`src/hw/rtl/grcd_pkg.sv`:
```
// ----------------------------------------------------------------------------
// grcd_pkg: shared types and constants of the grid ray caster
// payload structs, sine polynomial coefficients and fixed-point constants
// ----------------------------------------------------------------------------
package grcd_pkg;

    // input transfer payload
    typedef struct packed {
        logic        command;
        logic [3:0]  row_index;
        logic [15:0] row_bits;
        logic [11:0] ray_angle;
        logic [13:0] origin_x;
        logic [13:0] origin_y;
    } grcd_in_t;

    // output transfer payload
    typedef struct packed {
        logic [15:0] wall_distance;
        logic        hit_found;
        logic        hit_side;
        logic [3:0]  hit_column;
        logic [3:0]  hit_row;
    } grcd_out_t;

    // command codes
    localparam logic CMD_ROW_WRITE = 1'b0;
    localparam logic CMD_CAST      = 1'b1;

    // register reset, 20.0 in Q6.10
    localparam logic [15:0] FAR_RESET = 16'd20480;

    // quarter-wave sine polynomial coefficients, Q16
    localparam logic [17:0] SIN_C1 = 18'd102944;
    localparam logic [17:0] SIN_C3 = 18'd42334;
    localparam logic [17:0] SIN_C5 = 18'd5223;
    localparam logic [17:0] SIN_C7 = 18'd307;
    localparam logic [17:0] SIN_C9 = 18'd11;

    // one in Q1.14
    localparam logic [17:0] ONE_Q14 = 18'd16384;

    // saturated step length for a zero direction component
    localparam logic [31:0] DELTA_SAT = 32'hFFFF_FFFF;

    // reciprocal quotient bits, 2^24 / m
    localparam int unsigned QUO_BITS = 25;

endpackage

```
`src/hw/rtl/grid_ray_cast_dda.sv`:
```
// ----------------------------------------------------------------------------
// grid_ray_cast_dda: wall grid ray caster with DDA stepping
// holds a wall grid and walks a ray through it cell by cell
// ----------------------------------------------------------------------------
// usage
//   input channel (in_valid / in_stall / in_data): a row write replaces one
//   grid row and gives no result; a cast gives one result on the output
//   channel (out_valid / out_stall / out_data).
//   cfg_we / cfg_wdata write the far distance reported when a ray leaves
//   the grid; write it only while the block is idle.
// timing
//   a cast runs on one shared multiplier and a bit-serial divider under a
//   small sequencer: per axis a sine polynomial, a reciprocal division and
//   a side distance step (both skipped for a zero component), then one DDA
//   step per cycle while the result slot is free, up to MAX_STEPS steps.
//   in_stall is high for the whole cast.
// reset
//   clears the grid to open, the far distance to 20.0 and all control.
// stalls
//   a finished result waits in the output register; a new transfer is taken
//   meanwhile, and the next cast freezes its walk until the slot frees.
// ----------------------------------------------------------------------------
module grid_ray_cast_dda
    import grcd_pkg::*;
#(
    parameter int GRID_CELLS = 16,
    parameter int MAX_STEPS  = 50,
    parameter int ANGLE_BITS = 12
)
(
    input  logic             clk,
    input  logic             rst_n,
    input  logic             in_valid,
    output logic             in_stall,
    input  grcd_in_t         in_data,
    output logic             out_valid,
    input  logic             out_stall,
    output grcd_out_t        out_data,
    input  logic             cfg_we,
    input  logic [15:0]      cfg_wdata
);

    localparam int GRID_ROWS = (GRID_CELLS < 16) ? GRID_CELLS : 16;
    localparam int RIW       = $clog2(GRID_ROWS);
    localparam int SCW       = $clog2(MAX_STEPS + 1);
    localparam int QW        = ANGLE_BITS - 2;

    typedef enum logic [5:0] {
        S_IDLE    = 6'b000001,
        S_SINE    = 6'b000010,
        S_DIV     = 6'b000100,
        S_SIDE    = 6'b001000,
        S_SIDE_WB = 6'b010000,
        S_WALK    = 6'b100000
    } state_t;

    state_t              state_reg, state_next;
    logic [15:0]         grid_reg [GRID_ROWS];
    logic [15:0]         far_reg;
    logic [ANGLE_BITS-1:0] angle_reg;
    logic [13:0]         px_reg, py_reg;
    logic                axis_reg;
    logic [2:0]          sub_reg;
    logic [41:0]         prod_reg;
    logic [16:0]         t2_reg;
    logic [14:0]         mag_reg;
    logic                neg_x_reg, neg_y_reg;
    logic [15:0]         rem_reg;
    logic [QUO_BITS-1:0] quo_reg;
    logic [4:0]          div_cnt_reg;
    logic [31:0]         delta_x_reg, delta_y_reg;
    logic [33:0]         side_x_reg, side_y_reg;
    logic signed [7:0]   mx_reg, my_reg;
    logic [SCW-1:0]      step_cnt_reg;
    logic                out_valid_reg;
    grcd_out_t           out_reg;

    logic                in_take;
    logic                out_hold;

    assign in_stall  = (state_reg != S_IDLE);
    assign in_take   = in_valid && !in_stall;
    assign out_valid = out_valid_reg;
    assign out_data  = out_reg;
    assign out_hold  = out_valid_reg && out_stall;

    // angle of the current axis: cosine is the sine a quarter turn on
    logic [27:0]           ang_ext;
    logic [ANGLE_BITS-1:0] ang_in;
    logic [ANGLE_BITS-1:0] ang_axis;
    logic [1:0]            quad;
    logic [QW-1:0]         qpos;
    logic [QW:0]           sin_idx;
    logic [16:0]           t_val;

    assign ang_ext  = {16'd0, in_data.ray_angle};
    assign ang_in   = ang_ext[ANGLE_BITS-1:0];
    assign ang_axis = axis_reg ? angle_reg
                               : angle_reg + ANGLE_BITS'(1 << QW);
    assign quad     = ang_axis[ANGLE_BITS-1 -: 2];
    assign qpos     = ang_axis[QW-1:0];
    assign sin_idx  = quad[0] ? ((QW+1)'(1 << QW) - {1'b0, qpos}) : {1'b0, qpos};
    assign t_val    = 17'({sin_idx, {(18 - ANGLE_BITS){1'b0}}});

    // horner term and multiplier operand selection
    logic [17:0] horner_coef;
    logic [17:0] p_val;
    logic [16:0] mul_a;
    logic [24:0] mul_b;
    logic [41:0] mul_p;

    always_comb
    begin
        case (sub_reg)
            3'd2:    horner_coef = SIN_C7;
            3'd3:    horner_coef = SIN_C5;
            3'd4:    horner_coef = SIN_C3;
            default: horner_coef = SIN_C1;
        endcase
    end

    assign p_val = horner_coef - prod_reg[33:16];

    // fraction to the next grid line for the current axis
    logic [9:0]  frac_raw;
    logic        neg_axis;
    logic [10:0] frac_val;
    logic [31:0] delta_axis;

    assign frac_raw   = axis_reg ? py_reg[9:0] : px_reg[9:0];
    assign neg_axis   = axis_reg ? neg_y_reg : neg_x_reg;
    assign frac_val   = neg_axis ? {1'b0, frac_raw} : (11'd1024 - {1'b0, frac_raw});
    assign delta_axis = axis_reg ? delta_y_reg : delta_x_reg;

    always_comb
    begin
        mul_a = t_val;
        mul_b = {8'd0, t_val};
        if (state_reg == S_SIDE)
        begin
            mul_a = {6'd0, frac_val};
            mul_b = delta_axis[24:0];
        end
        else
        begin
            case (sub_reg)
                3'd0:    begin mul_a = t_val;           mul_b = {8'd0, t_val}; end
                3'd1:    begin mul_a = prod_reg[32:16]; mul_b = {7'd0, SIN_C9}; end
                3'd5:    begin mul_a = t_val;           mul_b = {7'd0, p_val}; end
                default: begin mul_a = t2_reg;          mul_b = {7'd0, p_val}; end
            endcase
        end
    end

    // the shared multiplier
    assign mul_p = 42'(mul_a) * 42'(mul_b);

    // sine rounding to Q14 with cap
    logic [25:0] s_raw;
    logic [17:0] s_rnd;
    logic [14:0] mag_val;
    logic        neg_val;

    assign s_raw   = prod_reg[41:16] + 26'd2;
    assign s_rnd   = 18'(s_raw >> 2);
    assign mag_val = (s_rnd > ONE_Q14) ? 15'(ONE_Q14) : s_rnd[14:0];
    assign neg_val = quad[1] && (mag_val != 15'd0);

    // restoring divider step for 2^24 / m
    logic [15:0] rem_shift;
    logic        div_ge;
    logic [QUO_BITS-1:0] quo_shift;

    assign rem_shift = {rem_reg[14:0], (div_cnt_reg == 5'(QUO_BITS - 1))};
    assign div_ge    = (rem_shift >= {1'b0, mag_reg});
    assign quo_shift = {quo_reg[QUO_BITS-2:0], div_ge};

    // dda step
    logic               take_x;
    logic signed [7:0]  nmx, nmy;
    logic               oob;
    logic               wall;
    logic               last_step;
    logic [33:0]        side_prev;
    logic [15:0]        dist_sat;
    logic [15:0]        row_sel;

    assign take_x = (side_x_reg < side_y_reg);
    assign nmx    = take_x ? (neg_x_reg ? mx_reg - 8'sd1 : mx_reg + 8'sd1) : mx_reg;
    assign nmy    = take_x ? my_reg : (neg_y_reg ? my_reg - 8'sd1 : my_reg + 8'sd1);
    assign oob    = (nmx < 8'sd0) || (nmx >= 8'(GRID_CELLS))
                 || (nmy < 8'sd0) || (nmy >= 8'(GRID_CELLS));
    assign row_sel = (nmy < 8'(GRID_ROWS)) ? grid_reg[nmy[RIW-1:0]] : 16'd0;
    assign wall   = !oob && (nmx < 8'sd16) && row_sel[nmx[3:0]];
    assign last_step = (step_cnt_reg == SCW'(MAX_STEPS - 1));
    assign side_prev = take_x ? side_x_reg : side_y_reg;
    assign dist_sat = (side_prev > 34'd65535) ? 16'hFFFF : side_prev[15:0];

    // grid rows and far distance register
    logic [6:0] row_ext;
    assign row_ext = {3'd0, in_data.row_index};

    always_ff @(posedge clk or negedge rst_n)
    begin
        if (!rst_n)
        begin
            for (int i = 0; i < GRID_ROWS; i++)
            begin
                grid_reg[i] <= '0;
            end
            far_reg <= FAR_RESET;
        end
        else
        begin
            if (in_take && in_data.command == CMD_ROW_WRITE && row_ext < 7'(GRID_CELLS))
            begin
                grid_reg[in_data.row_index[RIW-1:0]] <= in_data.row_bits;
            end
            if (cfg_we)
            begin
                far_reg <= cfg_wdata;
            end
        end
    end

    // sequencer next state
    always_comb
    begin
        state_next = state_reg;
        unique case (state_reg)
            S_IDLE:
            begin
                if (in_take && in_data.command == CMD_CAST)
                    state_next = S_SINE;
            end
            S_SINE:
            begin
                if (sub_reg == 3'd6)
                begin
                    if (mag_val == 15'd0)
                        state_next = axis_reg ? S_WALK : S_SINE;
                    else
                        state_next = S_DIV;
                end
            end
            S_DIV:
            begin
                if (div_cnt_reg == 5'd0)
                    state_next = S_SIDE;
            end
            S_SIDE:
            begin
                state_next = S_SIDE_WB;
            end
            S_SIDE_WB:
            begin
                state_next = axis_reg ? S_WALK : S_SINE;
            end
            S_WALK:
            begin
                if (!out_hold && (oob || wall || last_step))
                    state_next = S_IDLE;
            end
            default:
            begin
                state_next = S_IDLE;
            end
        endcase
    end

    // control registers
    always_ff @(posedge clk or negedge rst_n)
    begin
        if (!rst_n)
        begin
            state_reg     <= S_IDLE;
            out_valid_reg <= 1'b0;
            sub_reg       <= '0;
            axis_reg      <= 1'b0;
            div_cnt_reg   <= '0;
            step_cnt_reg  <= '0;
        end
        else
        begin
            state_reg <= state_next;
            // result slot: filled by the final walk step, freed by a transfer
            if (state_reg == S_WALK && !out_hold && (oob || wall || last_step))
                out_valid_reg <= 1'b1;
            else if (out_valid_reg && !out_stall)
                out_valid_reg <= 1'b0;
            unique case (state_reg)
                S_IDLE:
                begin
                    sub_reg  <= '0;
                    axis_reg <= 1'b0;
                end
                S_SINE:
                begin
                    if (sub_reg == 3'd6)
                    begin
                        sub_reg     <= '0;
                        div_cnt_reg <= 5'(QUO_BITS - 1);
                        if (mag_val == 15'd0)
                        begin
                            axis_reg     <= 1'b1;
                            step_cnt_reg <= '0;
                        end
                    end
                    else
                    begin
                        sub_reg <= sub_reg + 3'd1;
                    end
                end
                S_DIV:
                begin
                    div_cnt_reg <= div_cnt_reg - 5'd1;
                end
                S_SIDE:
                begin
                end
                S_SIDE_WB:
                begin
                    axis_reg     <= 1'b1;
                    step_cnt_reg <= '0;
                end
                S_WALK:
                begin
                    if (!out_hold)
                    begin
                        step_cnt_reg <= step_cnt_reg + SCW'(1);
                    end
                end
                default:
                begin
                end
            endcase
        end
    end

    // datapath registers
    always_ff @(posedge clk)
    begin
        prod_reg <= mul_p;
        if (in_take)
        begin
            angle_reg <= ang_in;
            px_reg    <= in_data.origin_x;
            py_reg    <= in_data.origin_y;
            mx_reg    <= 8'(in_data.origin_x[13:10]);
            my_reg    <= 8'(in_data.origin_y[13:10]);
        end
        if (state_reg == S_SINE)
        begin
            if (sub_reg == 3'd1)
                t2_reg <= prod_reg[32:16];
            if (sub_reg == 3'd6)
            begin
                mag_reg <= mag_val;
                rem_reg <= '0;
                if (axis_reg)
                    neg_y_reg <= neg_val;
                else
                    neg_x_reg <= neg_val;
                if (mag_val == 15'd0)
                begin
                    if (axis_reg)
                    begin
                        delta_y_reg <= DELTA_SAT;
                        side_y_reg  <= 34'(DELTA_SAT);
                    end
                    else
                    begin
                        delta_x_reg <= DELTA_SAT;
                        side_x_reg  <= 34'(DELTA_SAT);
                    end
                end
            end
        end
        if (state_reg == S_DIV)
        begin
            rem_reg <= div_ge ? (rem_shift - {1'b0, mag_reg}) : rem_shift;
            quo_reg <= quo_shift;
            if (div_cnt_reg == 5'd0)
            begin
                if (axis_reg)
                    delta_y_reg <= 32'(quo_shift);
                else
                    delta_x_reg <= 32'(quo_shift);
            end
        end
        if (state_reg == S_SIDE_WB)
        begin
            if (axis_reg)
                side_y_reg <= {2'd0, prod_reg[41:10]};
            else
                side_x_reg <= {2'd0, prod_reg[41:10]};
        end
        if (state_reg == S_WALK && !out_hold)
        begin
            mx_reg <= nmx;
            my_reg <= nmy;
            if (take_x)
                side_x_reg <= side_x_reg + {2'd0, delta_x_reg};
            else
                side_y_reg <= side_y_reg + {2'd0, delta_y_reg};
            out_reg.hit_side <= !take_x;
            if (oob)
            begin
                out_reg.wall_distance <= far_reg;
                out_reg.hit_found     <= 1'b1;
                out_reg.hit_column    <= nmx[3:0];
                out_reg.hit_row       <= nmy[3:0];
            end
            else if (wall)
            begin
                out_reg.wall_distance <= dist_sat;
                out_reg.hit_found     <= 1'b1;
                out_reg.hit_column    <= nmx[3:0];
                out_reg.hit_row       <= nmy[3:0];
            end
            else
            begin
                out_reg.wall_distance <= '0;
                out_reg.hit_found     <= 1'b0;
                out_reg.hit_column    <= '0;
                out_reg.hit_row       <= '0;
            end
        end
    end

    // checks
    a_step_bound: assert property (@(posedge clk) disable iff (!rst_n)
        (state_reg == S_WALK) |-> (step_cnt_reg < SCW'(MAX_STEPS)))
        else $error("dda step count beyond limit");

    a_div_nonzero: assert property (@(posedge clk) disable iff (!rst_n)
        (state_reg == S_DIV) |-> (mag_reg != 15'd0))
        else $error("division started with zero component");

    a_result_slot: assert property (@(posedge clk) disable iff (!rst_n)
        (state_reg == S_WALK && $past(state_reg) == S_WALK && out_hold)
        |=> $stable(step_cnt_reg) || !$past(out_hold))
        else $error("walk advanced while result slot full");

endmodule
```
`config.mk`:
```
export PLATFORM = sky130hd
export DESIGN_NAME = grid_ray_cast_dda
export DESIGN_NICKNAME = d
export VERILOG_FILES = /design/src/hw/rtl/grcd_pkg.sv /design/src/hw/rtl/grid_ray_cast_dda.sv
export SDC_FILE = /design/constraint.sdc
export NUM_CORES = 2
export LEC_CHECK = 0
export BUFFER_PORTS_ARGS = -buffer_cell sky130_fd_sc_hd__buf_2
export CAP_MARGIN = 25
export CORE_MARGIN = 5
export CORE_UTILIZATION = 65
export DETAILED_ROUTE_END_ITERATION = 6
export GPL_TIMING_DRIVEN = 0
export PLACE_DENSITY = 0.82
export SLEW_MARGIN = 40
export SYNTH_ARGS = -nofsm -noshare
export SYNTH_HDL_FRONTEND = slang
export SYNTH_SLANG_ARGS = --single-unit
```
`constraint.sdc`:
```
create_clock -name clk -period 11.5 [get_ports clk]
set_clock_uncertainty 0.2 [all_clocks]
set_input_delay 1.15 -clock clk [delete_from_list [all_inputs] [get_ports clk]]
set_output_delay 1.15 -clock clk [all_outputs]
set_load 0.005 [all_outputs]
```
==> run_results.csv <==
group,metric,value,unit
status,status,"finished, violations left",
status,violations,"DRC",
global_route,grt.total_usage,39.5,%
clocking,numCtsBuffers,67,
sta,rsz0062_at_grt,"false",
setup_path,crit_required,11.84,ns
clocking,clk_pin_slew,0.06,ns
floorplan,die-area,77300,µm²
floorplan,fp-row-count,98,
sta,hold_violations,0,
sta,period_share,97.8,%
sta,period_needed,11.25,ns
placement,dp_hpwl,119000,µm
detailed_routing,firstDrtPassIters,7,
floorplan,io_pins,110,
logic_synthesis,synth_cell_types,89,
min_path,hp-class,"in2async",
sta,timing.fmax,88.9,MHz
detailed_routing,drc,2,
floorplan,floorplan.initialDensity,65.4,%
floorplan,die_h,278,µm
clocking,cts_max_level,3,
detailed_routing,antenna_left,0,
finish,largest_reg_flops,256,
placement,io_buffers,106,
clocking,clock_latency,0.64,ns
finish,seqCellArea,15100,µm²
logic_synthesis,ys_async_sr_fraction,48.6,%
setup_path,worstSetupPathType,"reg2reg",
finish,final_cell_mix,"nand2_1, inv_1, nor2_1",
placement,place_inst,6050,
detailed_routing,via_count,40200,
global_route,antenna_found_initial,8,
finish,final_layout_size_suffix_gt1_share,13.0,%
logic_synthesis,synth_area,46700,µm²
logic_synthesis,synthCells,4944,
clocking,clock-sinks,605,
global_route,grt_max_degree,68,
setup_path,cpMaxStageDelayCell,"dfxtp_1",
finish,area_growth,10.3,%
setup_path,cp_slowest_stage_delay,0.94,ns
setup_path,critPathLaunchType,"flop",
finish,multi_input_area,29000,µm²
job,drv_cap,0,
sta,drv_slew,0,
finish,n_fill_cell,5359,
setup_path,worst_path_most_repeated_cell,"fa_1",
placement,routabilityCongestion,1.04,
logic_synthesis,synthFlopType,"dfrtp_1",
clocking,cts_tree,"done",
sta,worstMarginPinSlew,1.10,ns
detailed_routing,drt_iter0_markers,5535,
setup_path,critPathMaxFanout,10,
logic_synthesis,ys_warn_count,0,
detailed_routing,via_per_inst,6.50,
logic_synthesis,ys_seq_area_share,32.3,%
global_route,grt_first_pass_wirelength,236000,µm
clocking,cts-root-buf,"clkbuf_16",
setup_path,end_kind,"flop",
clocking,cts_hold_buffers,0,
detailed_routing,avgRoutedWirePerCell,25.2,µm
detailed_routing,totalWireLength,156000,µm
setup_path,critPathArrivalTime,11.59,ns
global_route,grt-ovfl-total,0,
floorplan,dieWidth,278,µm
logic_synthesis,syn_avg_cell_area,9.44,µm²
clocking,cts_buffer_depth,3,
floorplan,core_region_area,71400,µm²
finish,final_nets,5870,
sta,maxSlewHeadroom,25.6,%
finish,layout_commonest_cell,"nand2_1",
sta,setup_viol,0,
logic_synthesis,ys_ff_latch,605,
finish,finalNonFillerCells,6188,
global_route,first_global_vias,39900,
logic_synthesis,synth_edf_count,147,
## Yosys cell counts, drive strengths merged, types with 62 or more instances
cell      n  area (µm²)
dfrtp   291        7280
nand2   530        1990
nor3     92         470
clkbuf  217         815
xnor2   102         920
fa      348        6970
inv     525        1970
ha      259        3240
and2     86         538
o21ai   210        1050
mux2    289        3250
mux2i    65         651
nand3    80         400
dfxtp   164        3280
a21oi   209        1050
a21o     62         465
edfxtp  147        4410
a221oi   77         674
nor2    439        1650
## critical path: cells and delay by family, from the launching register on
kind,cells,cell delay [ns]
simple gates,8,1.19
compound gates,17,3.66
xor+xnor,2,0.32
flops,1,0.94
buf+inv,6,1.09
fa+ha+maj,8,3.76
## stage by stage
step	hold slack [ns]	worst slack, ns	TNS, ns	util (%)	area [µm²]
after floorplan	0.206	1.55	0	-	46800
after global placement	0.212	-0.953	-6.26	68.0	48600
after detailed placement	0.215	-0.529	-2.25	68.5	48800
after CTS	0.230	0.00305	0	71.9	51300
after global routing	0.233	0.00147	0	72.2	51500
final	0.225	0.249	0	72.2	51500
## metal layers
layer	vias to the layer above	routed length [µm]	GRT usage [%]
li1	17400	-	-
met1	19400	59200	54.1
met2	2780	66400	58.7
met3	608	20700	11.2
met4	4	9480	19.2
met5	-	29	0
## layout make-up
| cell class | count | area share [%] |
|---|---|---|
| multi-input cells | 3597 | 56.3 |
| flip-flops and latches | 605 | 29.2 |
| clock buffers | 95 | 3.88 |
| inverters | 527 | 3.86 |
| well taps | 950 | 2.31 |
| plain buffers | 253 | 2.01 |
| repair buffers | 130 | 1.54 |
| clock inverters | 27 | 0.819 |
| diodes | 4 | 0.0194 |
## what timing repair did
action	CTS	global route
setup buffers	3	11
setup endpoints to repair	7	11
resized for setup	13	30
pin swaps	2	6
## final timing paths
kind,startpoint,endpoint,slack [ns],cells past startpoint
worst max-delay path,prod_reg[17],prod_reg[35],0.25,41
worst min-delay path,rst_n,far_reg[0],0.23,1
worst max register to register,prod_reg[17],prod_reg[35],0.25,41
worst min register to register,prod_reg[22],t2_reg[6],0.24,0
max in group asynchronous,rst_n,sub_reg[1],9.43,4
min in group clk,prod_reg[22],t2_reg[6],0.24,0
## kinds of logic after synthesis
group                      Yosys count  synth area share (%)
and+or+nand+nor                   1488                  14.4
other                                2                0.0161
adders and majority gates          607                  21.9
muxes                              358                  8.56
AOI/OAI and AO/OA                  944                  13.5
buffers and inverters              782                  6.37
DFF                                605                  32.3
xor gates and xnor gates           158                  3.02
Power is left out: the tool's default activity adds up to more than one toggle a clock period on the data nets, which glitch-free logic cannot reach.
